--- config.mk ---
export PLATFORM = sky130hd
export DESIGN_NAME = ts_pes_filter_core
export DESIGN_NICKNAME = d
export VERILOG_FILES = /design/src/rtl/core/tspes_pkg.sv /design/src/rtl/core/ts_pes_filter_core.sv
export SDC_FILE = /design/constraint.sdc
export NUM_CORES = 1
export LEC_CHECK = 0
export BUFFER_PORTS_ARGS = -buffer_cell sky130_fd_sc_hd__buf_4
export CORE_MARGIN = 5
export CORE_UTILIZATION = 27
export DETAILED_ROUTE_END_ITERATION = 12
export HOLD_SLACK_MARGIN = 0.1
export PLACE_DENSITY = 0.54
export SLEW_MARGIN = 30
export SYNTH_ARGS = -nofsm -noshare
export SYNTH_HDL_FRONTEND = slang
export SYNTH_SLANG_ARGS = --single-unit
export TNS_END_PERCENT = 20
--- constraint.sdc ---
create_clock -name clk -period 8.17 [get_ports clk]
set_clock_uncertainty 0.1 [all_clocks]
set_input_delay 1.634 -clock clk [delete_from_list [all_inputs] [get_ports clk]]
set_output_delay 1.634 -clock clk [all_outputs]
set_load 0.02 [all_outputs]
--- src/rtl/core/tspes_pkg.sv ---
// Package for the transport stream PES filter core: framing constants,
// packet flag positions, PES status codes and the post status function.
// No dependencies.
package tspes_pkg;

  localparam int unsigned MAX_PES_BYTES = 65536;
  // Count width: wide enough for MAX_PES_BYTES itself, never below the port width
  localparam int CNT_W = ($clog2(MAX_PES_BYTES + 1) > 17) ? $clog2(MAX_PES_BYTES + 1) : 17;

  localparam logic [7:0]  SYNC_BYTE     = 8'h47;
  localparam logic [7:0]  LAST_POS      = 8'd187;
  localparam logic [7:0]  ADAPT_LIMIT   = 8'd183;
  localparam logic [12:0] PID_RESET     = 13'h1fff;
  localparam logic [CNT_W-1:0] HDR_BYTES = CNT_W'(6);

  // packet flag bit positions
  localparam int FL_HI   = 3;  // tei during header bytes, then adaptation field present
  localparam int FL_PUSI = 2;
  localparam int FL_ACC  = 1;
  localparam int FL_PAY  = 0;

  typedef enum logic [2:0] {
    PES_OK        = 3'd0,
    PES_SHORT     = 3'd1,
    PES_BAD_START = 3'd2,
    PES_LEN_ERR   = 3'd3,
    PES_OVERFLOW  = 3'd4
  } pes_status_t;

  function automatic pes_status_t pes_post_status(
    input logic [CNT_W-1:0] cnt,
    input logic             start_bad,
    input logic [15:0]      decl_len,
    input logic             overflow
  );
    logic [CNT_W-1:0] need;
    need = CNT_W'(decl_len) + HDR_BYTES;
    if (cnt < HDR_BYTES)                        return PES_SHORT;
    else if (start_bad)                         return PES_BAD_START;
    else if (decl_len != 16'd0 && need > cnt)   return PES_LEN_ERR;
    else if (overflow)                          return PES_OVERFLOW;
    else                                        return PES_OK;
  endfunction

endpackage

--- src/rtl/core/ts_pes_filter_core.sv ---
// Transport stream PES filter: sync framing, PID selection, continuity check
// and PES reassembly with header checks. Depends on tspes_pkg.
//
// Each accepted byte's result is registered in the output register.
// Throughput: one byte per cycle; the output register is the only stage, and
// in_stall rises only while a held result is stalled downstream.
// Reset (rst_n low, synchronous): hunting for sync, PES state clear,
// pid_select back to 0x1fff, output register empty.
module ts_pes_filter_core (
  input  logic        clk,
  input  logic        rst_n,
  input  logic        cfg_valid,
  output logic        cfg_ready,
  input  logic [12:0] cfg_pid_select,
  input  logic        in_valid,
  output logic        in_stall,
  input  logic [7:0]  in_stream_byte,
  output logic        out_valid,
  input  logic        out_stall,
  output logic        out_payload_valid,
  output logic [7:0]  out_payload_byte,
  output logic [15:0] out_payload_offset,
  output logic        out_pes_done,
  output logic [16:0] out_pes_length,
  output logic [2:0]  out_pes_status,
  output logic        out_cc_error
);
  import tspes_pkg::*;

  logic [12:0]      pid_sel_r;
  logic             in_packet_r, in_packet_nxt;
  logic [7:0]       pos_r, pos_nxt;
  logic [4:0]       pid_hi_r, pid_hi_nxt;
  logic [3:0]       flags_r, flags_nxt;
  logic [7:0]       adapt_r, adapt_nxt;
  logic [3:0]       last_cc_r, last_cc_nxt;
  logic             last_cc_ok_r, last_cc_ok_nxt;
  logic             start_seen_r, start_seen_nxt;
  logic [CNT_W-1:0] cnt_r, cnt_nxt;
  logic             ovf_r, ovf_nxt;
  logic             start_bad_r, start_bad_nxt;
  logic [15:0]      decl_r, decl_nxt;

  logic             res_pay_valid, res_done, res_ccerr, res_any;
  logic [7:0]       res_byte;
  logic [CNT_W-1:0] res_offset, res_length;
  pes_status_t      res_status;

  logic             out_valid_r;
  logic             o_pay_valid_r, o_done_r, o_ccerr_r;
  logic [7:0]       o_byte_r;
  logic [15:0]      o_offset_r;
  logic [16:0]      o_length_r;
  pes_status_t      o_status_r;

  logic             in_take, out_take;

  assign cfg_ready = 1'b1;
  assign in_stall  = out_valid_r & out_stall;
  assign in_take   = in_valid & ~in_stall;
  assign out_take  = out_valid_r & ~out_stall;

  always_comb begin
    logic [7:0]       b;
    logic [3:0]       cc;
    logic             gap;
    logic             post_req;
    logic [CNT_W-1:0] need;
    b = in_stream_byte;
    in_packet_nxt  = in_packet_r;
    pos_nxt        = pos_r;
    pid_hi_nxt     = pid_hi_r;
    flags_nxt      = flags_r;
    adapt_nxt      = adapt_r;
    last_cc_nxt    = last_cc_r;
    last_cc_ok_nxt = last_cc_ok_r;
    start_seen_nxt = start_seen_r;
    cnt_nxt        = cnt_r;
    ovf_nxt        = ovf_r;
    start_bad_nxt  = start_bad_r;
    decl_nxt       = decl_r;
    res_pay_valid  = 1'b0;
    res_byte       = 8'd0;
    res_offset     = '0;
    res_done       = 1'b0;
    res_length     = '0;
    res_status     = PES_OK;
    res_ccerr      = 1'b0;
    cc             = b[3:0];
    gap            = 1'b0;
    post_req       = 1'b0;
    need           = '0;

    if (!in_packet_r) begin
      // hunt for sync
      if (b == SYNC_BYTE) begin
        in_packet_nxt = 1'b1;
        pos_nxt       = 8'd1;
      end
    end else begin
      if (pos_r == 8'd1) begin
        flags_nxt  = {b[7], b[6], 2'b00};
        pid_hi_nxt = b[4:0];
      end else if (pos_r == 8'd2) begin
        if ({pid_hi_r, b} == pid_sel_r) flags_nxt[FL_ACC] = 1'b1;
      end else if (pos_r == 8'd3) begin
        if (flags_r[FL_ACC]) begin
          gap            = last_cc_ok_r && ((last_cc_r + 4'd1) != cc);
          last_cc_nxt    = cc;
          last_cc_ok_nxt = 1'b1;
          res_ccerr      = gap;
          if (flags_r[FL_PUSI])  start_seen_nxt = 1'b1;
          else if (gap)          start_seen_nxt = 1'b0;
          if (b[7:6] != 2'b00 || flags_r[FL_HI]) start_seen_nxt = 1'b0;
          flags_nxt[FL_HI] = 1'b0;
          if (start_seen_nxt && b[4]) begin
            if (b[5]) begin
              flags_nxt[FL_HI] = 1'b1;
            end else begin
              flags_nxt[FL_PAY] = 1'b1;
              adapt_nxt         = 8'd0;
              post_req          = flags_r[FL_PUSI];
            end
          end
        end
      end else if (pos_r == 8'd4 && flags_r[FL_ACC] && flags_r[FL_HI]) begin
        flags_nxt[FL_HI] = 1'b0;
        if (b < ADAPT_LIMIT) begin
          adapt_nxt         = b;
          flags_nxt[FL_PAY] = 1'b1;
          post_req          = flags_r[FL_PUSI];
        end
      end else if (pos_r >= 8'd4 && flags_r[FL_PAY]) begin
        if (adapt_r != 8'd0) begin
          adapt_nxt = adapt_r - 8'd1;
        end else if (cnt_r >= CNT_W'(MAX_PES_BYTES)) begin
          ovf_nxt = 1'b1;  // drop
        end else begin
          if ((cnt_r == CNT_W'(0) || cnt_r == CNT_W'(1)) && b != 8'd0) start_bad_nxt = 1'b1;
          if (cnt_r == CNT_W'(2) && b != 8'd1) start_bad_nxt = 1'b1;
          if (cnt_r == CNT_W'(4)) decl_nxt = {b, 8'd0};
          if (cnt_r == CNT_W'(5)) decl_nxt = {decl_r[15:8], b};
          res_pay_valid = 1'b1;
          res_byte      = b;
          res_offset    = cnt_r;
          cnt_nxt       = cnt_r + CNT_W'(1);
        end
      end

      if (pos_r >= LAST_POS) begin
        need = CNT_W'(decl_nxt) + HDR_BYTES;
        if (flags_nxt[FL_PAY] && cnt_nxt >= HDR_BYTES && decl_nxt != 16'd0 &&
            cnt_nxt >= need) begin
          post_req       = 1'b1;
          start_seen_nxt = 1'b0;
        end
        in_packet_nxt = 1'b0;
        pos_nxt       = 8'd0;
        flags_nxt     = 4'd0;
        adapt_nxt     = 8'd0;
      end else begin
        pos_nxt = pos_r + 8'd1;
      end

      // post the collected PES and clear its state; an empty one posts nothing
      if (post_req) begin
        if (cnt_nxt != '0) begin
          res_done   = 1'b1;
          res_length = cnt_nxt;
          res_status = pes_post_status(cnt_nxt, start_bad_nxt, decl_nxt, ovf_nxt);
        end
        cnt_nxt       = '0;
        ovf_nxt       = 1'b0;
        start_bad_nxt = 1'b0;
        decl_nxt      = 16'd0;
      end
    end
  end

  assign res_any = res_pay_valid | res_done | res_ccerr;

  always_ff @(posedge clk) begin
    if (!rst_n) begin
      pid_sel_r    <= PID_RESET;
      in_packet_r  <= 1'b0;
      pos_r        <= 8'd0;
      pid_hi_r     <= 5'd0;
      flags_r      <= 4'd0;
      adapt_r      <= 8'd0;
      last_cc_r    <= 4'd0;
      last_cc_ok_r <= 1'b0;
      start_seen_r <= 1'b0;
      cnt_r        <= '0;
      ovf_r        <= 1'b0;
      start_bad_r  <= 1'b0;
      decl_r       <= 16'd0;
      out_valid_r  <= 1'b0;
    end else begin
      if (cfg_valid) begin
        pid_sel_r <= cfg_pid_select;
      end
      if (in_take) begin
        in_packet_r  <= in_packet_nxt;
        pos_r        <= pos_nxt;
        pid_hi_r     <= pid_hi_nxt;
        flags_r      <= flags_nxt;
        adapt_r      <= adapt_nxt;
        last_cc_r    <= last_cc_nxt;
        last_cc_ok_r <= last_cc_ok_nxt;
        start_seen_r <= start_seen_nxt;
        cnt_r        <= cnt_nxt;
        ovf_r        <= ovf_nxt;
        start_bad_r  <= start_bad_nxt;
        decl_r       <= decl_nxt;
      end
      // load a new result, or drop the held one once its transaction completes
      if (in_take && res_any) begin
        out_valid_r <= 1'b1;
      end else if (out_take) begin
        out_valid_r <= 1'b0;
      end
    end
  end

  always_ff @(posedge clk) begin
    if (in_take && res_any) begin
      o_pay_valid_r <= res_pay_valid;
      o_byte_r      <= res_byte;
      o_offset_r    <= res_offset[15:0];
      o_done_r      <= res_done;
      o_length_r    <= res_length[16:0];
      o_status_r    <= res_status;
      o_ccerr_r     <= res_ccerr;
    end
  end

  assign out_valid          = out_valid_r;
  assign out_payload_valid  = o_pay_valid_r;
  assign out_payload_byte   = o_byte_r;
  assign out_payload_offset = o_offset_r;
  assign out_pes_done       = o_done_r;
  assign out_pes_length     = o_length_r;
  assign out_pes_status     = o_status_r;
  assign out_cc_error       = o_ccerr_r;

endmodule
==> summary.md <==
| Metric | Value |
|---|---|
| Clock Power Share | `0.519` |
| Switching Fraction | `0.235` |
| Initial antenna violation count | `0` |
| Number of global-route vias before repair | `6129` |
| Yosys top cell area share | `0.219` |
| RR Startpoint | `adapt_r[5]` |
| Pwr dens | `~170 nW/um^2` |
| Leakage | `approximately 0.0032 uW` |
| Grt ovf | `0` |
| Synth top cells by count | `nand2_1, dfxtp_1, nor2_1` |
| Final Util | `0.328` |
| Reg2Reg Capture Point | `out_pes_length[15]` |
| Placement Setup Slack | `1080 ps` |
| Resized cells post-CTS | `0` |
| Number of nets in the layout | `920` |
| CP Class | `flop to flop` |
| CP cell instances | `nor3_1 -> nand2_1 -> nor3b_1 -> and3_1 -> a21o_1 -> ha_1 -> and3b_1 -> nor3b_1 -> xor2_1 -> mux2_2 -> ha_1 -> nor2b_1 -> o21ai_0 -> a31oi_1 -> o21ai_0 -> or4b_4 -> o21ai_2 -> o211ai_2 -> a31oi_4 -> buf_4` |
| FP Rows | `60` |
| Maximum vdd drop | `around 0.090 mV` |
| I/O Pins | `76` |
| Sequential share of power | `0.448` |
| Diode count | `0` |
| Worst setup SP type | `flop` |
| Routed vias/inst | `a little over 5` |
| Hold path depth | `2` |
| H-tree Lvls | `4` |
| TritonRoute pass-1 iters | `5` |
| Die area | `30800 sq um` |
| First-pass GRT wire length | `about 34 mm` |
| Synth unique cells | `76` |
| Slowest-stage cell, CP | `and3_1` |
| TNS Setup | `0 ps` |
| Avg Inst Size Synth | `roughly 9.0 sq um` |
| WL/cell | `17.8 um` |
| Worst-path clk slew | `about 60 ps` |
| Syn_nets | `873` |
| Synth area leader | `dfxtp_1` |
| WP data required | `between 8000 and 9000 ps` |
| Worst-Skew Late Latency | `430 ps` |
| RSZ-0062 raised after global routing | `false` |
| Post-CTS Setup Repair Bufs | `0` |
| Crit path buffers/inverters | `1` |
| Max Fclk | `0.142 GHz` |
| GP Congestion | `0.895` |
| Flop2flop setup slack | `between 1000 and 1500 ps` |
| Synth warnings | `0` |
| Total number of vias | `~6300` |
| Area of the multi-input gates | `4100 sq um` |
| Post-CTS Hold Buffers | `0` |
| Combinational power share | `0.033` |
| R2R depth | `20` |
| Non-filler cells, final | `between 1000 and 1500` |
| Crit-path max FO | `34` |
| TritonCTS clock tree | `yes` |
| Root Buffer | `clkbuf_16` |
| Hold Slack | `~380 ps` |
| Worst-Margin Slew | `about 1000 ps` |
| Clock Tree Buf Depth | `2` |
| Final worst setup slack | `around 1100 ps` |
| DP Cell Count | `1188` |
| Final number of hold-violating endpoints | `0` |
| Most common cell in the netlist | `nand2_1` |
| # DRC | `0` |
| Die width | `between 150 and 200 um` |
| Primary FF master, synth | `dfxtp_1` |
| Hold Path Sink | `adapt_r[1]` |
| Slew Viols, Final | `0` |
| Final Critical Period | `roughly 7100 ps` |
| Hold Path Class | `flop to flop` |
| Async SR Flop Fraction | `0` |
| Pin count of the biggest net entering global routing | `47` |
| Internal power | `around 1100 uW` |
| Fillers | `about 2800` |
| Synth top area cells | `dfxtp_1, edfxtp_1, nand2_1` |
| Crit-path max cell delay | `620 ps` |
| Register area share after synthesis | `0.410` |
| Final period util | `0.864` |
| 1st-iter DRT viols | `506` |
| Port bufs | `74` |
| Sw Pwr | `between 300 and 400 uW` |
| DRT Wirelength | `around 22 mm` |
| DP Wirelength | `about 16 mm` |
| Core ar. | `around 27000 sq um` |
| HP Start | `adapt_r[1]` |
| Area delta synth->final | `19.4%` |
| Clock sink total | `roughly 130` |
| Synthesized area | `between 7000 and 8000 sq um` |
| Max-cap violations | `0` |
| EDFF count, synth | `47` |
| Layout cells sized above 1 | `0.162` |
| Slew Limit Headroom | `0.323` |
| Outcome | `completed` |
| Antenna Nets Post-Route | `0` |
| # setup viols final | `0` |
| Worst EP arrival | `7030 ps` |
| Num CTS Buffers | `17` |
| Synth Register Bits | `about 130` |
| Worst setup EP type | `flop` |
| Post-Synthesis Cells | `slightly above 800` |
| Worst path top cell family by delay | `simple AND/OR/NAND/NOR gates` |
| Register area | `between 3000 and 4000 sq um` |
| Initial Util | `0.275` |
| Gr usage total | `0.140` |
| Die Y-Extent | `about 180 um` |
[cell usage in the layout (no fill, tap or decap), types with 4 or more instances in the layout]
cell	count
o21ai_0	42
inv_6	5
a32o_1	8
nand2_1	94
xor2_1	27
o21a_1	5
mux2i_1	27
nor4_1	12
nor2_1	61
or3_1	13
a22oi_1	10
dfxtp_1	81
nor2b_1	9
buf_4	82
nand2b_1	7
a41oi_1	4
edfxtp_1	47
xnor2_1	35
and3_1	10
ha_1	28
a31oi_1	11
inv_1	19
nor3b_1	8
clkbuf_16	17
o22ai_1	5
and4_1	4
nor3_1	23
or2_2	4
nand4_1	19
a21boi_0	19
clkinvlp_4	7
a21o_1	4
and2_1	24
a21oi_1	22
nand3_1	25
[worst min-delay path: cells and delay by family (launching register included)]
| kind | cells | cell delay [ps] |
|---|---|---|
| AO/OA/AOI/OAI | 1 | 60 |
| flip-flops | 1 | 320 |
| AND/OR/NAND/NOR | 1 | 50 |
[area by class of cell]
cell class,instances,share of cell area
timing repair buffer,82,0.0697
clock inverter,15,0.0181
multi-input combinational,618,0.464
clock buffer,17,0.0482
sequential,128,0.343
inverter,19,0.00807
tap,341,0.0483
[per-stage QoR]
step                power (uW)  instance area [sq um]
global route              1520                   8830
CTS                       1500                   8830
global placement           726                   8230
finish                    1480                   8830
floorplan                  705                   7400
detailed placement         726                   8240
[sequential cells by signal, summed over array words and instances (netlist names)]
signal / cells
out_cc_error: 1
last_cc_ok_r: 1
pid_sel_r: 13
flags_r: 4
last_cc_r: 4
pid_hi_r: 5
out_valid: 1
ovf_r: 1
in_packet_r: 1
out_payload_byte: 8
start_bad_r: 1
pos_r: 8
out_payload_offset: 16
cnt_r: 17
out_pes_status: 3
adapt_r: 8
out_pes_done: 1
decl_r: 16
start_seen_r: 1
out_pes_length: 17
out_payload_valid: 1
[layer usage]
layer | global-route usage | routed length, um | up-vias
li1 | - | - | 3048
met1 | 0.192 | 9790 | 2972
met2 | 0.220 | 9870 | 229
met3 | 0.0276 | 1460 | 39
met4 | 0.0539 | 548 | 0
met5 | 0 | 0 | -
[power groups by stage]
stage | Combinational, uW | Clock, uW | Sequential (uW)
detailed placement | 49.1 | 0 | 677
global route | 53.3 | 808 | 663
CTS | 49.3 | 783 | 663
finish | 49.1 | 768 | 663
floorplan | 28.7 | 0 | 676
global placement | 49.0 | 0 | 677
[worst max path at each step]
stage,endpoint,startpoint,slack [ps],cells after the start
2_1_floorplan,out_cc_error,in_stream_byte[1],140,18
3_3_place_gp,out_pes_length[0],adapt_r[0],1330,22
3_5_place_dp,out_pes_length[1],adapt_r[0],1080,22
4_1_cts,out_pes_length[15],adapt_r[0],1040,22
5_1_grt,out_pes_length[14],adapt_r[0],620,22
6_report,out_pes_length[15],adapt_r[5],1110,20
[cell families (layout without fill, tap and decap cells)]
| family | after synthesis | after routing | share of synthesized area |
|---|---|---|---|
| other cells | 1 | 1 | 0.000507 |
| simple gates | 336 | 336 | 0.239 |
| flops | 128 | 128 | 0.410 |
| compound gates | 161 | 161 | 0.148 |
| fa+ha+maj | 28 | 28 | 0.0473 |
| mux | 30 | 30 | 0.0411 |
| xor+xnor | 62 | 62 | 0.0734 |
| buf+inv | 73 | 133 | 0.0406 |
(Power assumes the default switching activity.)
